==> src/design/rmf_pkg.sv <==
// shared types for the running median filter
// control commands, status and controller state codes; no dependencies
package rmf_pkg;

  typedef enum logic [2:0] {
    ST_IDLE = 3'b001,
    ST_SCAN = 3'b010,
    ST_DONE = 3'b100
  } rmf_state_e;

  typedef struct packed {
    logic wr_en;    // store the new sample and restart the rank scan
    logic scan_en;  // rank one window entry this cycle
    logic publish;  // move the found median into the output register
  } rmf_cmd_t;

  typedef struct packed {
    logic scan_last;  // the entry being ranked is the last one
  } rmf_sts_t;

endpackage

==> src/design/rmf_stream_if.sv <==
// valid/ready channels for the running median filter
// sample request in, median request out; no dependencies
interface rmf_sample_if #(
  parameter int unsigned SAMPLE_BITS = 16
);
  logic                          valid;
  logic                          ready;
  logic signed [SAMPLE_BITS-1:0] sample;

  modport source (output valid, output sample, input ready);
  modport sink (input valid, input sample, output ready);
endinterface

interface rmf_median_if #(
  parameter int unsigned SAMPLE_BITS = 16
);
  logic                          valid;
  logic                          ready;
  logic signed [SAMPLE_BITS-1:0] median;

  modport source (output valid, output median, input ready);
  modport sink (input valid, input median, output ready);
endinterface

==> src/design/running_median_filter_unit.sv <==
// running median filter: median of the last WINDOW signed samples per request
// an accepted sample is stored, then the window is rank-scanned, one window
//   entry per cycle against all others, then the median is registered when the
//   output is free; a new request is taken only once the filter is idle again
// reset: window store and write slot cleared to zero, no output pending
module running_median_filter_unit #(
  parameter int unsigned WINDOW      = 11,
  parameter int unsigned SAMPLE_BITS = 16
) (
  input logic         clk_i,
  input logic         rst_ni,
  rmf_sample_if.sink  in_i,
  rmf_median_if.source out_o
);
  import rmf_pkg::*;

  rmf_cmd_t cmd;
  rmf_sts_t sts;

  rmf_ctrl u_ctrl (
    .clk_i       (clk_i),
    .rst_ni      (rst_ni),
    .in_valid_i  (in_i.valid),
    .in_ready_o  (in_i.ready),
    .out_valid_o (out_o.valid),
    .out_ready_i (out_o.ready),
    .sts_i       (sts),
    .cmd_o       (cmd)
  );

  rmf_datapath #(
    .WINDOW      (WINDOW),
    .SAMPLE_BITS (SAMPLE_BITS)
  ) u_datapath (
    .clk_i    (clk_i),
    .rst_ni   (rst_ni),
    .cmd_i    (cmd),
    .sts_o    (sts),
    .sample_i (in_i.sample),
    .median_o (out_o.median)
  );

endmodule

==> src/design/rmf_ctrl.sv <==
// controller state machine of the running median filter
// sequences store, rank scan and output; uses rmf_pkg
module rmf_ctrl (
  input  logic              clk_i,
  input  logic              rst_ni,
  input  logic              in_valid_i,
  output logic              in_ready_o,
  output logic              out_valid_o,
  input  logic              out_ready_i,
  input  rmf_pkg::rmf_sts_t sts_i,
  output rmf_pkg::rmf_cmd_t cmd_o
);
  import rmf_pkg::*;

  rmf_state_e state_q, state_d;
  logic       out_valid_q, out_valid_d;

  assign in_ready_o  = (state_q == ST_IDLE);
  assign out_valid_o = out_valid_q;

  always_comb begin
    state_d = state_q;
    cmd_o   = '0;
    case (state_q)
      ST_IDLE: begin
        if (in_valid_i) begin
          cmd_o.wr_en = 1'b1;
          state_d     = ST_SCAN;
        end
      end
      ST_SCAN: begin
        cmd_o.scan_en = 1'b1;
        if (sts_i.scan_last) begin
          state_d = ST_DONE;
        end
      end
      ST_DONE: begin
        // wait until the output register is free
        if (!out_valid_q || out_ready_i) begin
          cmd_o.publish = 1'b1;
          state_d       = ST_IDLE;
        end
      end
      default: begin
        state_d = ST_IDLE;
      end
    endcase
  end

  always_comb begin
    out_valid_d = out_valid_q;
    if (cmd_o.publish) begin
      out_valid_d = 1'b1;
    end else if (out_ready_i) begin
      out_valid_d = 1'b0;
    end
  end

  always_ff @(posedge clk_i or negedge rst_ni) begin
    if (!rst_ni) begin
      state_q     <= ST_IDLE;
      out_valid_q <= 1'b0;
    end else begin
      state_q     <= state_d;
      out_valid_q <= out_valid_d;
    end
  end

endmodule

==> src/design/rmf_datapath.sv <==
// datapath of the running median filter: window store, rank counter, output register
// one entry is ranked against all others per cycle; uses rmf_pkg
module rmf_datapath #(
  parameter int unsigned WINDOW      = 11,
  parameter int unsigned SAMPLE_BITS = 16
) (
  input  logic                          clk_i,
  input  logic                          rst_ni,
  input  rmf_pkg::rmf_cmd_t             cmd_i,
  output rmf_pkg::rmf_sts_t             sts_o,
  input  logic signed [SAMPLE_BITS-1:0] sample_i,
  output logic signed [SAMPLE_BITS-1:0] median_o
);
  import rmf_pkg::*;

  localparam int unsigned IdxW    = $clog2(WINDOW);
  localparam int unsigned MidRank = WINDOW / 2;

  logic signed [SAMPLE_BITS-1:0] window_q [WINDOW];
  logic        [IdxW-1:0]        slot_q, slot_d;
  logic        [IdxW-1:0]        idx_q;
  logic signed [SAMPLE_BITS-1:0] cand;
  logic        [WINDOW-1:0]      ahead;
  logic        [IdxW-1:0]        rank;
  logic signed [SAMPLE_BITS-1:0] found_q;
  logic signed [SAMPLE_BITS-1:0] median_q;

  assign cand            = window_q[idx_q];
  assign sts_o.scan_last = (idx_q == IdxW'(WINDOW - 1));
  assign median_o        = median_q;

  // entry j sorts before the candidate; ties broken by slot number
  always_comb begin
    for (int unsigned j = 0; j < WINDOW; j++) begin
      ahead[j] = (IdxW'(j) != idx_q) &&
                 ((window_q[j] < cand) ||
                  ((window_q[j] == cand) && (IdxW'(j) < idx_q)));
    end
  end

  always_comb begin
    rank = '0;
    for (int unsigned j = 0; j < WINDOW; j++) begin
      rank = rank + IdxW'(ahead[j]);
    end
  end

  always_comb begin
    slot_d = slot_q + IdxW'(1);
    if (slot_q == IdxW'(WINDOW - 1)) begin
      slot_d = '0;
    end
  end

  always_ff @(posedge clk_i or negedge rst_ni) begin
    if (!rst_ni) begin
      for (int unsigned k = 0; k < WINDOW; k++) begin
        window_q[k] <= '0;
      end
      slot_q <= '0;
      idx_q  <= '0;
    end else begin
      if (cmd_i.wr_en) begin
        window_q[slot_q] <= sample_i;
        slot_q           <= slot_d;
        idx_q            <= '0;
      end else if (cmd_i.scan_en) begin
        idx_q <= idx_q + IdxW'(1);
      end
    end
  end

  always_ff @(posedge clk_i) begin
    if (cmd_i.scan_en && (rank == IdxW'(MidRank))) begin
      found_q <= cand;
    end
    if (cmd_i.publish) begin
      median_q <= found_q;
    end
  end

endmodule

==> src/flat_wrapper.sv <==
// flat-port wrapper written by rule: the top's interface ports become plain ports
module running_median_filter_unit_flat import rmf_pkg::*;
#(
  parameter int unsigned WINDOW      = 11,
  parameter int unsigned SAMPLE_BITS = 16
)
  (clk_i, rst_ni, in_i_valid, in_i_sample, in_i_ready, out_o_valid, out_o_median, out_o_ready);
  rmf_sample_if #(.SAMPLE_BITS(SAMPLE_BITS)) in_i_i ();
  rmf_median_if #(.SAMPLE_BITS(SAMPLE_BITS)) out_o_i ();
  input logic clk_i;
  input logic rst_ni;
  input wire logic [$bits(in_i_i.valid)-1:0] in_i_valid;
  input wire logic [$bits(in_i_i.sample)-1:0] in_i_sample;
  output wire logic [$bits(in_i_i.ready)-1:0] in_i_ready;
  output wire logic [$bits(out_o_i.valid)-1:0] out_o_valid;
  output wire logic [$bits(out_o_i.median)-1:0] out_o_median;
  input wire logic [$bits(out_o_i.ready)-1:0] out_o_ready;
  assign in_i_i.valid = in_i_valid;
  assign in_i_i.sample = in_i_sample;
  assign in_i_ready = in_i_i.ready;
  assign out_o_valid = out_o_i.valid;
  assign out_o_median = out_o_i.median;
  assign out_o_i.ready = out_o_ready;
  running_median_filter_unit #(.WINDOW(WINDOW), .SAMPLE_BITS(SAMPLE_BITS)) u_core (.clk_i(clk_i), .rst_ni(rst_ni), .in_i(in_i_i), .out_o(out_o_i));
endmodule
==> config.mk <==
export PLATFORM = sky130hd
export DESIGN_NAME = running_median_filter_unit_flat
export DESIGN_NICKNAME = d
export VERILOG_FILES = /design/src/design/rmf_pkg.sv /design/src/design/rmf_stream_if.sv /design/src/design/running_median_filter_unit.sv /design/src/design/rmf_ctrl.sv /design/src/design/rmf_datapath.sv /design/src/flat_wrapper.sv
export SDC_FILE = /design/constraint.sdc
export NUM_CORES = 1
export LEC_CHECK = 0
export BUFFER_PORTS_ARGS = -buffer_cell sky130_fd_sc_hd__buf_2
export CAP_MARGIN = 30
export CORE_MARGIN = 2
export CORE_UTILIZATION = 45
export CTS_CLUSTER_SIZE = 25
export DETAILED_ROUTE_END_ITERATION = 10
export SKIP_LAST_GASP = 1
export SLEW_MARGIN = 20
export SYNTH_ARGS = -nofsm -noshare
export SYNTH_HDL_FRONTEND = slang
export SYNTH_SLANG_ARGS = --single-unit
==> constraint.sdc <==
create_clock -name clk_i -period 12.2 [get_ports clk_i]
set_input_delay 0.61 -clock clk_i [delete_from_list [all_inputs] [get_ports clk_i]]
set_output_delay 0.61 -clock clk_i [all_outputs]
set_load 0.02 [all_outputs]
==> metrics.yaml <==
status:
  status: "complete, no violations"
floorplanning:
  die_w_microns: 180
  die_h_microns: 180
  pin_count: 38
  core-area_sq_um: 30500
  dieArea_sq_um: 32300
  rows: 64
  start_util_pct: 45.6
placed_design:
  io_buffers: 37
  dp_hpwl_mm: 31.2
  postPlaceCellArea_sq_um: 14600
  dpl_worst_slack_ps: 3910
  dpl.cell_count: 1553
  gp_congestion: 1.00
sta:
  setup-violations-final: 0
  slew_violations: 0
  max_clock_freq_ghz: 0.120
  final_hold_viol_count: 0
  setup-tns-final_ps: 0
  period_share_pct: 68.6
  tightest_slew_ps: 978
  rsz0062_at_grt: "no"
  relSlewSlack_pct: 34.7
  setup_slack_ps: 3840
  fin_crit_ps: 8360
  fin_skew_ps: 18.9
synth:
  synth_warnings: 0
  synth_edf_count: 32
  async_reset_ff_share_pct: 85.5
  synth_compound_area_share_pct: 9.37
  syn_nets: 1361
  synth_ff_type: "dfrtp_1"
  yosys.area_share.xor_xnor_pct: 0.126
  synth_mux_area_share_pct: 21.9
  yosysSeqAreaShare_pct: 40.7
  yosysMostFrequentCell: "dfrtp_1"
  synth_top_family_by_area: "multiplexers"
  yosys.area_share.simple_pct: 7.82
  postSynthCellCount: 1154
  synth.largest_area_cell: "dfrtp_1"
  synth.ff_latch_count: 220
  ys_top_cells_by_area: "dfrtp_1 34%, ha_1 16%, mux2_2 13%, edfxtp_1 6.9%, mux4_2 5.2%"
  syn_avg_cell_area_sq_um: 12.1
  synthAdderAreaFrac_pct: 17.2
  synth_commonest_cells: "187 x dfrtp_1, 180 x ha_1, 164 x mux2_2"
  netlist-cell-type-count: 61
  syn_area_sq_um: 13900
  synth_top_area_share_pct: 33.6
route:
  wl_met1_mm: 19.5
  route.met3.wl_mm: 2.69
  first_pass_iters: 7
  maxUsedRoutingLayer: "met4"
  drt_iter0_markers: 1055
  wl_met2_mm: 19.2
  route.detailed.drc: 0
  routedWlPerCell_microns: 26.8
  via_count: 9876
  vias_per_cell: 6.18
  ant_nets: 0
  wl_mm: 42.9
cts:
  clk_pin_slew_ps: 60
  cts_buffers: 24
  cts_buffer_depth: 3
  clkLatencyLatePin_ps: 540
  cts_tree: "yes"
  holdBufCountCts: 0
  postCtsResizedCells: 0
  cts_num_sinks: 220
  root_buffer: "clkbuf_16"
  h-tree-depth: 1
  postCtsSetupBuffers: 0
global_route:
  antenna_found_initial: 0
  grt_pass1_vias: 9638
  grt_pass1_wl_mm: 64.1
  grt_start_max_net_pins: 74
  grt-ovfl-total: 0
  grt_usage_pct: 26.4
layout:
  fin_cells: 1599
  nFillCells: 2669
  final_area_sq_um: 15500
  multi_input_area_sq_um: 7870
  layout.nets: 1392
  antenna_cells: 0
  seq_area_sq_um: 5670
  syn_to_final_growth_pct: 11.3
  drive_above_1_share_pct: 26.6
worst_setup_path:
  rr_startpoint: "u_core.u_datapath.idx_q[0]"
  cp_data_arrival_time_ps: 8560
  critPathLaunchType: "flip-flop"
  worstPathMaxFanout: 28
  cp_slowest_cell: "dfrtp_2"
  r2r_end: "u_core.u_datapath.found_q[6]"
  path_class: "reg -> reg"
  critPathMostFrequentCell: "fa_1"
  cp_slowest_stage_delay_ps: 880
  r2r_cells: 24
  rrSetupSlack_ps: 3840
  required_ps: 12400
  endpoint_kind: "flip-flop"
  crit_chain: "buf_4, mux4_2, mux2i_1, o22a_1, ha_1, a21oi_1, o21ai_0, nand2b_1, a21oi_1, or4b_2, mux2i_1, o21ai_0, fa_1, inv_1, fa_1, inv_1, fa_1, inv_1, fa_1, fa_1, a2111oi_0, a21oi_1, nor4b_2, buf_4"
worst_hold_path:
  hp-class: "in -> async"
flow_run:
  max_cap_viol_count: 0
state kept, by name (all words and copies together), names as in the netlist:
name and count:
u_core.u_datapath.median_o 16, u_core.u_ctrl.out_valid_o 1, u_core.u_datapath.found_q 16, u_core.u_datapath.idx_q 4
u_core.u_datapath.window_q 176, u_core.u_ctrl.state_q 3, u_core.u_datapath.slot_q 4
how the worst max path moves through the flow:
stage | cells after the start | endpoint | slack [ps] | from
3_3_place_gp | 22 | u_core.u_datapath.found_q[10] | 4150 | u_core.u_datapath.idx_q[2]
6_report | 24 | u_core.u_datapath.found_q[6] | 3840 | u_core.u_datapath.idx_q[0]
2_1_floorplan | 25 | u_core.u_datapath.found_q[0] | 3650 | u_core.u_datapath.idx_q[0]
3_5_place_dp | 24 | u_core.u_datapath.found_q[12] | 3910 | u_core.u_datapath.idx_q[0]
5_1_grt | 24 | u_core.u_datapath.found_q[6] | 3380 | u_core.u_datapath.idx_q[0]
4_1_cts | 24 | u_core.u_datapath.found_q[7] | 3910 | u_core.u_datapath.idx_q[0]
final cells by class:
cell class                 count  share of cell area (%)
sequential                   220                    36.6
timing repair buffer          59                    2.62
tap                          396                    3.20
multi-input combinational    837                    50.8
inverter                      43                    1.04
clock buffer                  36                    4.96
clock inverter                 8                   0.775
metrics by stage:
stage / hold slack, ps / util [%]
after floorplan: 314 / -
after global placement: 402 / 47.6
after detailed placement: 405 / 47.7
after CTS: 106 / 50.6
after global routing: 133 / 50.8
final: 90.7 / 50.8
metal layers:
layer / global-route usage (%) / vias up
met2: 40.7 / 320
met1: 38.0 / 5064
met5: 0 / -
met3: 4.36 / 76
li1: - / 4416
met4: 8.52 / 0
cell usage in the layout, fill, tap and decap left out, types with 4 or more instances in the layout:
master	instances
dfrtp_1	184
ha_1	180
mux2_2	164
a21oi_1	83
inv_1	43
o21ai_0	42
nand2_1	39
mux2i_1	36
a21o_1	36
buf_2	36
nor2_1	33
mux4_2	32
edfxtp_1	32
nand4_1	31
clkbuf_16	26
nand2b_1	19
nor2b_1	18
nand3_1	17
buf_4	17
o22a_1	15
nor3_1	9
clkbuf_8	9
mux2_4	8
fa_1	7
o211ai_1	6
o21a_1	5
a211oi_1	5
and4_1	5
and3_1	4
nor4_1	4
logic make-up after synthesis:
logic type | count (synthesis)
buffers and inverters | 97
AO/OA/AOI/OAI | 211
adder cells (fa/ha/maj) | 187
AND/OR/NAND/NOR | 197
XOR/XNOR | 2
multiplexers | 240
flip-flops | 220
worst max-delay path: cells and delay by family (launching register included):
family	cells	cell delay [ps]
fa+ha+maj	6	2700
compound gates	7	1490
buf+inv	5	1060
simple gates	3	980
flops	1	880
mux	3	880
Power is not shown: default switching activity piles up to over one toggle a cycle in this logic, so the estimate is an artifact.
